==> config.mk <==
export PLATFORM = sky130hd
export DESIGN_NAME = glzw_ram
export DESIGN_NICKNAME = d
export VERILOG_FILES = /design/src/design/glzw_ram.sv
export SDC_FILE = /design/constraint.sdc
export NUM_CORES = 2
export LEC_CHECK = 0
export BUFFER_PORTS_ARGS = -buffer_cell sky130_fd_sc_hd__buf_2
export CAP_MARGIN = 10
export CORE_AREA = 2 2 299 419
export DETAILED_ROUTE_END_ITERATION = 10
export DIE_AREA = 0 0 301 421
export GPL_TIMING_DRIVEN = 0
export PLACE_DENSITY_LB_ADDON = 0.1
export SKIP_LAST_GASP = 1
export SLEW_MARGIN = 40
export SYNTH_ARGS = -nofsm -noshare
export SYNTH_HDL_FRONTEND = slang
export SYNTH_SLANG_ARGS = --single-unit
==> constraint.sdc <==
create_clock -name aclk -period 5.4 [get_ports aclk]
set_input_delay 0.27 -clock aclk [delete_from_list [all_inputs] [get_ports aclk]]
set_output_delay 0.27 -clock aclk [all_outputs]
set_load 0.02 [all_outputs]
==> src/design/glzw_ram.sv <==
module glzw_ram #(
    parameter int WIDTH = 8,
    parameter int DEPTH = 256
) (
    input  logic                     aclk,
    input  logic                     we,
    input  logic [$clog2(DEPTH)-1:0] waddr,
    input  logic [WIDTH-1:0]         wdata,
    input  logic [$clog2(DEPTH)-1:0] raddr,
    output logic [WIDTH-1:0]         rdata
);

    logic [WIDTH-1:0] mem [DEPTH];

    always_ff @(posedge aclk) begin
        if (we) begin
            mem[waddr] <= wdata;
        end
        rdata <= mem[raddr];
    end

endmodule

# Yosys cells after proc, flatten, opt, wreduce, memory -nomap -nowiden
# Memory sizes are Yosys's and may differ from the RTL's. A register that Yosys moved wholly into a read port is not among the register bits.
# Cells that the tools add are included.
# totals
register_bits	0
ramBits	2048
in_bits	26
out_inout_bits	8
elab_cells	3
n_memories	1
# memory_table
memory	depth	width	read_ports	rd_clocked_by_memory_dff	write_ports	line	source
mem	256	8	1	1	1	13	logic [WIDTH-1:0] mem [DEPTH];
# op_classes
mux	2
# op_table
operator	count
$mux 1	2

# Logic depth before layout (Yosys ltp)
# logic_depth
ltp_word	2
depth_mapped	11
depth_no_buf	6

# Worst setup path before layout
# No wires, ideal clock.
# synth_path
path_kind	input to register
from	input port raddr[0]
to	register rdata[2], read port of mem
setup_ns	0.131
arrival_time_ns	2.077
required_time_ns	5.269
slack_ns	3.192
stages	9
path_buffers	4
path_cell_list	buf_6 -> buf_12 -> buf_8 -> buf_2 -> mux4_2 -> a22oi_1 -> a21oi_1 -> nor4_1 -> nor4_2
# synth_lines
item	line	source
from (decl)	9	input logic [$clog2(DEPTH)-1:0] raddr,
to (decl)	10	output logic [WIDTH-1:0] rdata

==> metrics.cfg <==
[run_status]
status=finished, final reports clean

[hold_path]
hp-class=input port to register
holdPathStages=2
holdCritStartpoint=wdata[3]
min_to=mem[237][3]

[setup_path]
crit_type=input port to register
cpPeakStageDelay_ns=0.78
worst-path-max-fanout=10
reg2reg_depth=6
ff2ff_setup_slack_ns=2.05
cp_cell_sequence=buf_2 -> buf_4 -> nor2b_1 -> clkbuf_1 -> clkbuf_2 -> a22oi_1 -> a21oi_1 -> nor4_1 -> nor4_2
crit_path_top_delay_cell=nor2b_1
reg2reg_from=mem[83][5]
critPathArrivalTime_ns=4.33
endpoint_kind=register
cp.required_ns=6.04
reg2reg_to=rdata[5]
startpoint_type=input port

[job]
maxCapViolations=0

[synth]
ys_dominant_reg_cell=edfxtp_1
synth_area_um2=79600
synth_cells=3733
synth-async-reset-ratio=0
synth.avg_cell_area_um2=21.3
synth-seq-area-share=0.775
netlist-cell-type-count=55
yosysWarnings=0
synth-seq-cells=2056
synth_edf_count=2048
syn_nets=3759

[floorplanning]
die_h_um=421
ios=34
die_w_um=301
dieArea_um2=127000
initial_core_util=0.644
rows=153
core_area_um2=123000

[power]
power_density_nw_per_um2=366
leakagePower_uw=0.0277
irDropWorstVdd_v=0.000379

[placement]
gp_congestion=0.973
place_ws_ns=0.995
port_buffers=26
hpwlAfterDp_um=164000

[sta]
setup_viol=0
max-slew-margin-rel=0.361
post-route-period-util=0.682
slew_violations=0
worst_slack_ns=1.72
tightest_slew_ns=0.959
rsz0062_at_grt=no
fin_setup_tns_ns=0
fmax_mhz=271
min_period_ns=3.68
fin_worst_skew_ns=0.0213
hold_viol_final=0

[cts]
clk_pin_slew_ns=0.06
ctsResizeCount=0
cts-root-buf=clkbuf_16
cts_buffers=180
tritoncts=yes
clock_latency_ns=0.83
htree_levels=4
cts_buffer_depth=3
cts.sinks=2056

[global_routing]
grt_max_degree=111
grt.overflow.total=0
grt_pass1_wl_um=328000
grt_use_total=0.384
antenna_found_initial=14
grt_pass1_vias=42400

[drt]
wire_per_inst_um=41.3
avgViaCountPerCell=7.30
drtAntennaViolNets=0
drtIter0Drc=6844
drc=0
drt_wl_total_um=239000
vias=42200
firstDrtPassIters=6

[cells_and_area]
final_nets=4016
syn_to_final_growth_pct=12.2
layout-drive-gt1-share=0.264

per-stage QoR:
stage                     power [µW]  cells  instance area, µm²   util  hold slack (ns)
after floorplan                18800   3733               79600      -            0.369
after global placement         19700   5386               81700  0.662            0.692
after detailed placement       19800   5427               83100  0.673            0.471
after CTS                      32600   5767               89100  0.721            0.201
after global routing           33300   5768               89300  0.723            0.227
final                          32700   5775               89300  0.723            0.231
registers in the layout, indices dropped and copies added, names as in the netlist:
register / count
mem: 2048
rdata: 8
cells by family (layout without fill, tap and decap cells):
kind of cell           count (synthesis)  in the layout  synth area share
DFF                                 2056           2056             0.775
muxes                                591            591             0.146
and+or+nand+nor                      466            466            0.0263
AOI/OAI and AO/OA                    385            385            0.0342
buffers and inverters                235            642            0.0183
other                                  0              8                 0
layer usage:
layer / vias up / GRT usage / part of all wire
li1: 16200 / - / -
met1: 21800 / 0.475 / 0.32
met2: 3316 / 0.598 / 0.48
met3: 786 / 0.0983 / 0.12
met4: 10 / 0.266 / 0.084
met5: - / 0 / 0.00028
power by group:
part	total, µW	internal, µW	switching [µW]
Clock	13100	7330	5820
Sequential	17600	17600	13.1
Combinational	1960	609	1350
Total	32700	25500	7180
worst max path at each step:
stage	startpoint	to	slack [ns]
floorplan	raddr[0]	rdata[2]	3.19
global placement	raddr[1]	rdata[4]	0.03
detailed placement	raddr[1]	rdata[5]	0.99
CTS	raddr[1]	rdata[5]	1.85
global route	raddr[4]	rdata[7]	1.89
finish	raddr[4]	rdata[7]	1.72
repair_timing:
item,in CTS,in global routing
endpoints found under the hold margin,400,0
hold buffers,8,0
endpoints found under the setup margin,0,0
buffers inserted,0,0
cell usage after synthesis (3+ instances only):
master / count / area (µm²)
nand4_1: 10 / 62.6
buf_4: 27 / 203
a22oi_1: 133 / 998
o22a_1: 5 / 43.8
or2_2: 4 / 25.0
and2_1: 6 / 37.5
nor4_2: 3 / 37.5
o22ai_1: 28 / 175
buf_12: 8 / 160
nor3_1: 22 / 110
buf_6: 21 / 236
buf_8: 13 / 195
mux4_2: 454 / 10200
clkbuf_1: 111 / 417
nor2b_1: 31 / 194
o21ai_0: 10 / 50.1
a22o_1: 8 / 70.1
o211ai_1: 10 / 75.1
nor4_1: 24 / 150
nand3_1: 34 / 170
buf_1: 22 / 82.6
mux2i_1: 134 / 1340
o32ai_1: 4 / 35.0
a221oi_1: 13 / 114
buf_2: 31 / 155
dfxtp_1: 8 / 160
nor2_1: 282 / 1060
edfxtp_1: 2048 / 61500
a211oi_1: 16 / 120
a21oi_1: 96 / 480
nand2b_1: 8 / 50.1
nand2_1: 33 / 124
o221ai_1: 46 / 403
cells in the final DEF (no fill, tap or decap), types with 9 or more instances in the layout:
master,count
a211oi_1,16
a21oi_1,95
a221oi_1,12
a22oi_1,133
buf_1,10
buf_12,9
buf_16,33
buf_2,62
buf_4,32
buf_6,22
buf_8,21
bufinv_16,22
clkbuf_1,79
clkbuf_16,185
clkbuf_2,57
clkinv_1,42
clkinv_2,38
edfxtp_1,2048
mux2i_1,134
mux4_2,454
nand2_1,33
nand3_1,34
nand4_1,10
nor2_1,179
nor2_2,103
nor2b_1,31
nor3_1,21
nor4_1,11
nor4_2,16
o211ai_1,10
o21ai_0,10
o221ai_1,46
o22ai_1,28
final cells by class:
type | instances | area [µm²]
timing repair buffer | 75 | 1270
multi-input combinational | 1442 | 16800
tap | 1627 | 2040
antenna | 8 | 20.0
clock inverter | 121 | 1200
clock buffer | 211 | 4730
buffer | 233 | 1540
sequential | 2056 | 61700
fill | 7126 | 34200
inverter | 2 | 7.51
worst max-delay path: cells and delay by family:
family | cells | cell delay (ns)
AOI/OAI and AO/OA | 2 | 0.65
and+or+nand+nor | 3 | 1.66
buffers and inverters | 4 | 1.70
Power figures use the tool's default switching activity.
