### src/design/glzw_pkg.sv
package glzw_pkg;

    // Widest code and width field carried between the sequencer and the packer.
    localparam int CODE_FIELD_W  = 16;
    localparam int WIDTH_FIELD_W = 5;

    // Dictionary entries carry a stream tag; tag zero never matches a live stream.
    localparam int EPOCH_BITS = 4;

    // Hash multipliers; only the low table-index bits are used.
    localparam logic [31:0] HASH_K1 = 32'h9E3779B1;
    localparam logic [31:0] HASH_K2 = 32'd40503;

    localparam logic [3:0] MIN_ROOT_BITS = 4'd2;
    localparam logic [3:0] RESET_CODE_SIZE = 4'd8;

    typedef struct packed {
        logic [7:0] symbol;
        logic       last_symbol;
    } in_item_t;

    typedef struct packed {
        logic [7:0] out_byte;
        logic       last_byte;
    } out_item_t;

    typedef struct packed {
        logic [CODE_FIELD_W-1:0]  code;
        logic [WIDTH_FIELD_W-1:0] width;
        logic                     flush;
    } code_req_t;

endpackage

### src/design/glzw_packer.sv
module glzw_packer import glzw_pkg::*; #(
    parameter int MAX_CODE_BITS = 12
) (
    input  logic      aclk,
    input  logic      aresetn,
    input  logic      req_valid,
    output logic      req_ready,
    input  code_req_t req,
    output logic      m_valid,
    input  logic      m_ready,
    output out_item_t m_data
);

    localparam int ACC_W = MAX_CODE_BITS + 8;
    localparam int CNT_W = $clog2(ACC_W + 1);

    logic [ACC_W-1:0]         acc_reg, acc_next;
    logic [CNT_W-1:0]         cnt_reg, cnt_next;
    logic                     flush_reg, flush_next;
    logic                     m_valid_reg, m_valid_next;
    out_item_t                m_data_reg, m_data_next;
    logic                     out_free;
    logic                     have_byte;
    logic [MAX_CODE_BITS-1:0] code_mask;

    assign out_free  = !m_valid_reg || m_ready;
    assign have_byte = cnt_reg >= CNT_W'(8);
    assign req_ready = !have_byte && !flush_reg;
    assign code_mask = ~({MAX_CODE_BITS{1'b1}} << req.width);

    always_comb begin
        acc_next     = acc_reg;
        cnt_next     = cnt_reg;
        flush_next   = flush_reg;
        m_valid_next = m_valid_reg && !m_ready;
        m_data_next  = m_data_reg;
        if (req_valid && req_ready) begin
            acc_next   = acc_reg | (ACC_W'(req.code[MAX_CODE_BITS-1:0] & code_mask) << cnt_reg);
            cnt_next   = cnt_reg + CNT_W'(req.width);
            flush_next = req.flush;
        end else if (out_free && have_byte) begin
            m_valid_next          = 1'b1;
            m_data_next.out_byte  = acc_reg[7:0];
            m_data_next.last_byte = flush_reg && (cnt_reg == CNT_W'(8));
            acc_next              = acc_reg >> 8;
            cnt_next              = cnt_reg - CNT_W'(8);
            if (cnt_reg == CNT_W'(8)) begin
                flush_next = 1'b0;
            end
        end else if (out_free && flush_reg) begin
            // drain the partial final byte; upper bits are already zero
            m_valid_next          = 1'b1;
            m_data_next.out_byte  = acc_reg[7:0];
            m_data_next.last_byte = 1'b1;
            acc_next              = '0;
            cnt_next              = '0;
            flush_next            = 1'b0;
        end
    end

    always_ff @(posedge aclk) begin
        if (!aresetn) begin
            acc_reg     <= '0;
            cnt_reg     <= '0;
            flush_reg   <= 1'b0;
            m_valid_reg <= 1'b0;
        end else begin
            acc_reg     <= acc_next;
            cnt_reg     <= cnt_next;
            flush_reg   <= flush_next;
            m_valid_reg <= m_valid_next;
        end
        m_data_reg <= m_data_next;
    end

    assign m_valid = m_valid_reg;
    assign m_data  = m_data_reg;

endmodule

### config.mk
export PLATFORM = sky130hd
export DESIGN_NAME = glzw_packer
export DESIGN_NICKNAME = d
export VERILOG_FILES = /design/src/design/glzw_pkg.sv /design/src/design/glzw_packer.sv
export SDC_FILE = /design/constraint.sdc
export NUM_CORES = 1
export LEC_CHECK = 0
export BUFFER_PORTS_ARGS = -buffer_cell sky130_fd_sc_hd__buf_2
export CORE_MARGIN = 2
export CORE_UTILIZATION = 44
export CTS_BUF_LIST = sky130_fd_sc_hd__clkbuf_8
export CTS_CLUSTER_SIZE = 20
export DETAILED_ROUTE_END_ITERATION = 6
export GPL_TIMING_DRIVEN = 0
export SYNTH_ARGS = -nofsm -noshare
export SYNTH_HDL_FRONTEND = slang
export SYNTH_SLANG_ARGS = --single-unit
### constraint.sdc
create_clock -name aclk -period 5 [get_ports aclk]
set_clock_uncertainty 0.05 [all_clocks]
set_input_delay 0.25 -clock aclk [delete_from_list [all_inputs] [get_ports aclk]]
set_output_delay 0.25 -clock aclk [all_outputs]
set_load 0.02 [all_outputs]
* After elaboration in Yosys (flattened, before gate mapping) *
Cells that the tools add are included.

storage, ports and cells
  memories kept = 0
  memory bits (read-only) = 0
  latch bits = 0
  bits in registers = 36
  RAM bits = 0
  word-level logic and storage cells = 47

cells by class
  add/sub/neg operators = 2
  reductions and logical operators = 15
  $lt $le $gt $ge = 1
  equal/unequal tests = 2
  shift operators = 2
  multiply operators = 0
  bitwise operators = 4
  muxes and demuxes = 15
  divide/modulo/power cells = 0

operators by type and width
  cell                     count
  $mux W20                 3
  $or A20 B20 Y20          1
  $shl A12 B5 Y20          1
  $mux W9                  2
  $mux W5                  3
  $and A12 B12 Y12         1
  $not A12 Y12             1
  $shl A12 B5 Y12 const A  1
  $mux W1                  7
  $logic_and A1 B1 Y1      6
  $add A5 B5 Y5            1
  $eq A5 B4 Y1 const B     1
  $ge A5 B4 Y1 const B     1
  $sub A5 B4 Y5 const B    1
  $logic_not A1 Y1         4
  $reduce_and A2 Y1        2
  $ne A3 B2 Y1 const B     1
  $reduce_bool A3 Y1       1
  $reduce_bool A2 Y1       1
  $logic_or A1 B1 Y1       1
  $not A1 Y1               1

* Logic depth before layout (Yosys ltp) *
  depth in word-level cells = 6
  depth in mapped cells = 11
  gate-level depth less buffers = 8

* Least setup slack after synthesis *
OpenSTA, ideal clock, no wires.

  path type = register -> register
  start point = reg cnt_reg[4]
  end point = reg acc_reg[11]
  path buffers = 3
  slack = 2.775 ns
  library setup time = 0.124 ns
  arrival = 2.051 ns
  stages on the path, launching flop included = 12
  cell sequence = dfxtp_1 -> clkbuf_1 -> inv_1 -> ha_1 -> nand2b_1 -> inv_1 -> and2_1 -> clkbuf_1 -> clkbuf_1 -> a221o_1 -> nand2_1 -> a21oi_1

between the ends
  longest elaborated chain between the ends = 5
  elaborated cells between the ends (all ways) = 10

ends and longest elaborated chain
  item                                                             line               source
  start, declared                                                  glzw_packer.sv:18  logic [CNT_W-1:0] cnt_reg, cnt_next;
  start signal, assigned                                           glzw_packer.sv:69  cnt_reg <= cnt_next;
  $ge A5 B4 Y1 *                                                   glzw_packer.sv:27  assign have_byte = cnt_reg >= CNT_W'(8);
  $logic_not A1 Y1 *                                               glzw_packer.sv:28  assign req_ready = !have_byte && !flush_reg;
  $logic_and A1 B1 Y1 *                                            glzw_packer.sv:28
  via req_ready                                                    glzw_packer.sv:7   output logic req_ready,
  $logic_and A1 B1 Y1 *                                            glzw_packer.sv:37  if (req_valid && req_ready) begin
  $reduce_bool A3 Y1 (no source line) or $mux W20 (tied branches)  --
  end signal, assigned                                             glzw_packer.sv:68  acc_reg <= acc_next;
  end, declared                                                    glzw_packer.sv:17  logic [ACC_W-1:0] acc_reg, acc_next;

Mark *: on every way through the listed nets, which the timed path passes. The rest lies on a longest branch.
A chain may end at the register's enable or synchronous reset.

* Worst setup path in the final report *
  start point = reg cnt_reg[3]
  end point = reg acc_reg[10]

between the ends
  longest elaborated chain between the ends = 5
  elaborated cells between the ends (all ways) = 10

ends and longest elaborated chain
  item                                                             line
  $ge A5 B4 Y1                                                     glzw_packer.sv:27
  $logic_not A1 Y1                                                 glzw_packer.sv:28
  $logic_and A1 B1 Y1                                              glzw_packer.sv:28
  $logic_and A1 B1 Y1                                              glzw_packer.sv:37
  $reduce_bool A3 Y1 (no source line) or $mux W20 (tied branches)  --

Parallel ways exist; a longest one is shown, timed or not.

==> summary.md <==
| Metric | Value |
|---|---|
| Run status | `completed` |
| ANT cells | `0` |
| Routed WL per cell | `around 20 um` |
| Period Utilization, post-route | `0.5555` |
| Nature of the critical path endpoint | `flip-flop` |
| Detail Route Antenna Nets | `0` |
| Sink Count | `36` |
| Worst hold endpoint | `flush_reg` |
| # H-tree levels | `2` |
| Synth warnings | `0` |
| Post-synthesis simple-gate area fraction | `0.1899` |
| CTS tree | `done` |
| DR pass1 iterations | `6` |
| Vias in the first global route | `approximately 2,500` |
| Post-synth EDFFs | `9` |
| Nets | `about 380` |
| Final TNS setup | `0 ns` |
| Placeable Area | `between 0.005 and 0.006 mm2` |
| Synthesized flop and latch total | `36` |
| Max Cap Viol | `0` |
| Post-DP HPWL | `a little over 6000 um` |
| Place WS | `2.260 ns` |
| RR Startpoint | `cnt_reg[3]` |
| Dominant synthesized flop cell | `dfxtp_1` |
| Die X-Extent | `slightly above 80 um` |
| Asr flop ratio synth | `0` |
| Area delta synth->final | `12.47%` |
| Post-CTS sizing | `0` |
| GRT Total Usage | `0.2558` |
| Largest net degree at the start of global routing | `12` |
| Critical path startpoint category | `flip-flop` |
| Final Hold Fails | `0` |
| Reg-to-reg slack, setup | `roughly 2.2 ns` |
| Initial antenna violation count | `0` |
| Peak fanout along the critical path | `10` |
| Final setup vio count | `0` |
| Reg2reg end | `acc_reg[10]` |
| Die Area | `0.006657 mm2` |
| Slew Limit Fails | `0` |
| First-pass GRT wire length | `roughly 13,000 um` |
| Syn Inst Count | `~300` |
| Mux share of post-synthesis cell area | `0.03496` |
| Synth Area in Adders | `0.03118` |
| FMAX | `360.0 MHz` |
| Num CTS Buffers | `5` |
| Most frequent cells in the layout | `35 x buf_2, 27 x dfxtp_1, 21 x nor2_1` |
| Vias | `roughly 2,800` |
| Vias per std cell | `around 6.5` |
| Post-CTS Setup Repair Bufs | `0` |
| Normalized max-slew margin | `0.4091` |
| Placer Congestion | `approximately 0.92` |
| Cell Area, Synth | `between 0.002 and 0.003 mm2` |
| Seq/Total Area, Yosys | `0.3061` |
| Die Ht | `between 80 and 90 um` |
| Skew-Pair Late Insertion Delay | `0.29 ns` |
| Main combinational cell family by area after synthesis | `compound AO/OA/AOI/OAI gates` |
| CTS Root Cell | `clkbuf_8` |
| Syn Nets | `~340` |
| Slew @ Worst Pin | `0.8617 ns` |
| Grt ovf | `0` |
| Hold Crit Class | `input port to flip-flop` |
| Rows | `28` |
| Xor/xnor share of the synthesized area | `0.01323` |
| Layout cells sized above 1 | `0.1695` |
| Initial Utilization | `0.4500` |
| Longest Clk Path Bufs | `2` |
| Worst setup margin | `~2.2 ns` |
| Commonest non-fill, non-tap cell in the layout | `buf_2` |
| Io pins | `37` |
| Final wirelength | `8292 um` |
| CTS hold repair buffers | `0` |
| Reg2Reg Depth | `8` |
| Kind of critical path | `flip-flop to flip-flop` |
| Highest ir drop seen on vdd | `~0.35 mV` |
| Worst EP required | `around 5.2 ns` |
| DRT iter0 DRCs | `256` |
| Compound-Gate Fraction of Synth Area | `0.3618` |
| Clock Pin Slew Worst Setup and Hold Paths | `0.08 ns` |
| RSZ-0062 raised after global routing | `false` |
| Largest register FFs | `20` |
| Hold depth | `3` |
| # DRC | `0` |
| Period minus WS final | `between 2 and 3 ns` |
| Netlist cell types | `70` |
| Pwr Density | `a little over 500 mW/mm2` |
| Worst hold start | `req[0]` |
| IO Port Bufs | `31` |
| Syn avg cell area | `approximately 8.6 um2` |
| P_leak | `1.140 nW` |
| CP arrival | `2.94 ns` |
-- cells in the mapped netlist, types with 3 or more instances --
master      n  area share
ha_1        5       0.024
clkbuf_1   15       0.021
a311o_1     3       0.011
a2111oi_0   5       0.017
dfxtp_1    27        0.20
a21boi_0    5       0.014
a21oi_1    15       0.028
nand2_1    15       0.021
a22oi_1     7       0.020
and2_1      7       0.017
buf_2       4      0.0076
a32oi_1     3      0.0099
nand3_1    10       0.019
buf_4       3      0.0085
a221oi_1    5       0.017
or4_1       3      0.0085
nor3_1      9       0.017
a211oi_1    6       0.017
edfxtp_1    9        0.10
buf_1       3      0.0043
a31oi_1     5       0.012
nor4_1      7       0.017
o21ai_0    15       0.028
nand2b_1    7       0.017
inv_1       8       0.011
o221ai_1    4       0.013
a22o_1      3      0.0099
mux2i_1     7       0.026
a211o_1     4       0.013
a221o_1     6       0.023
nor2_1     21       0.030
o221a_2     3       0.013
nor2b_1     7       0.017
o211ai_1    6       0.017
o31a_1      3      0.0099
-- critical path, cell delays in order (launching register included) --
cell and delay, ns:
dfxtp_1 0.33, clkbuf_1 0.38, inv_1 0.19, ha_1 0.28
nand2b_1 0.15, mux2i_1 0.75, a221o_1 0.31, nand3_1 0.10
o22ai_1 0.15
-- power by group --
part	internal, mW	switching (mW)
registers	0.406	0.0418
clock network	0.0939	0.110
logic	0.294	0.584
total	0.794	0.735
-- per-layer routing --
metal,share of wire,track usage,vias up
met2,0.45,0.4041,135
met5,0,0,-
li1,-,-,1302
met3,0.079,0.02747,12
met1,0.45,0.3653,1312
met4,0.015,0.08000,0
-- per-stage QoR --
step | power (mW) | std cells | instance area (um2) | util | hold slack (ns)
floorplan | 1.059 | 309 | 2649 | - | 0.3450
global placement | 1.314 | 415 | 2898 | 0.4923 | 0.3684
detailed placement | 1.312 | 415 | 2898 | 0.4923 | 0.3665
CTS | 1.517 | 423 | 2979 | 0.5062 | 0.1525
global route | 1.642 | 423 | 2979 | 0.5062 | 0.1708
finish | 1.529 | 423 | 2979 | 0.5062 | 0.1490
-- final cells by class --
type / instances / area, um2
fillers: 605 / 2907
clock buffers: 5 / 68.82
clock inverters: 3 / 12.51
repair buffers: 31 / 155.1
plain buffers: 27 / 132.6
well taps: 75 / 93.84
inverters: 9 / 33.78
multi-input cells: 237 / 1672
flip-flops and latches: 36 / 810.8
-- worst max path at each step --
| stage | start | endpoint | slack [ns] | cells past startpoint |
|---|---|---|---|---|
| final | cnt_reg[3] | acc_reg[10] | 2.22 | 8 |
| after global routing | cnt_reg[3] | acc_reg[10] | 2.01 | 8 |
| after CTS | cnt_reg[3] | acc_reg[10] | 2.19 | 8 |
| after detailed placement | cnt_reg[3] | acc_reg[10] | 2.26 | 8 |
| after global placement | cnt_reg[3] | acc_reg[10] | 2.27 | 8 |
| after floorplan | cnt_reg[4] | acc_reg[11] | 2.78 | 11 |
-- cell families (layout without fill, tap and decap cells) --
group,Yosys count,in the layout
simple gates,95,95
xor+xnor,4,4
flops,36,36
mux,8,8
fa+ha+maj,6,6
compound gates,124,124
buf+inv,36,75
Power figures use the tool's default switching activity.
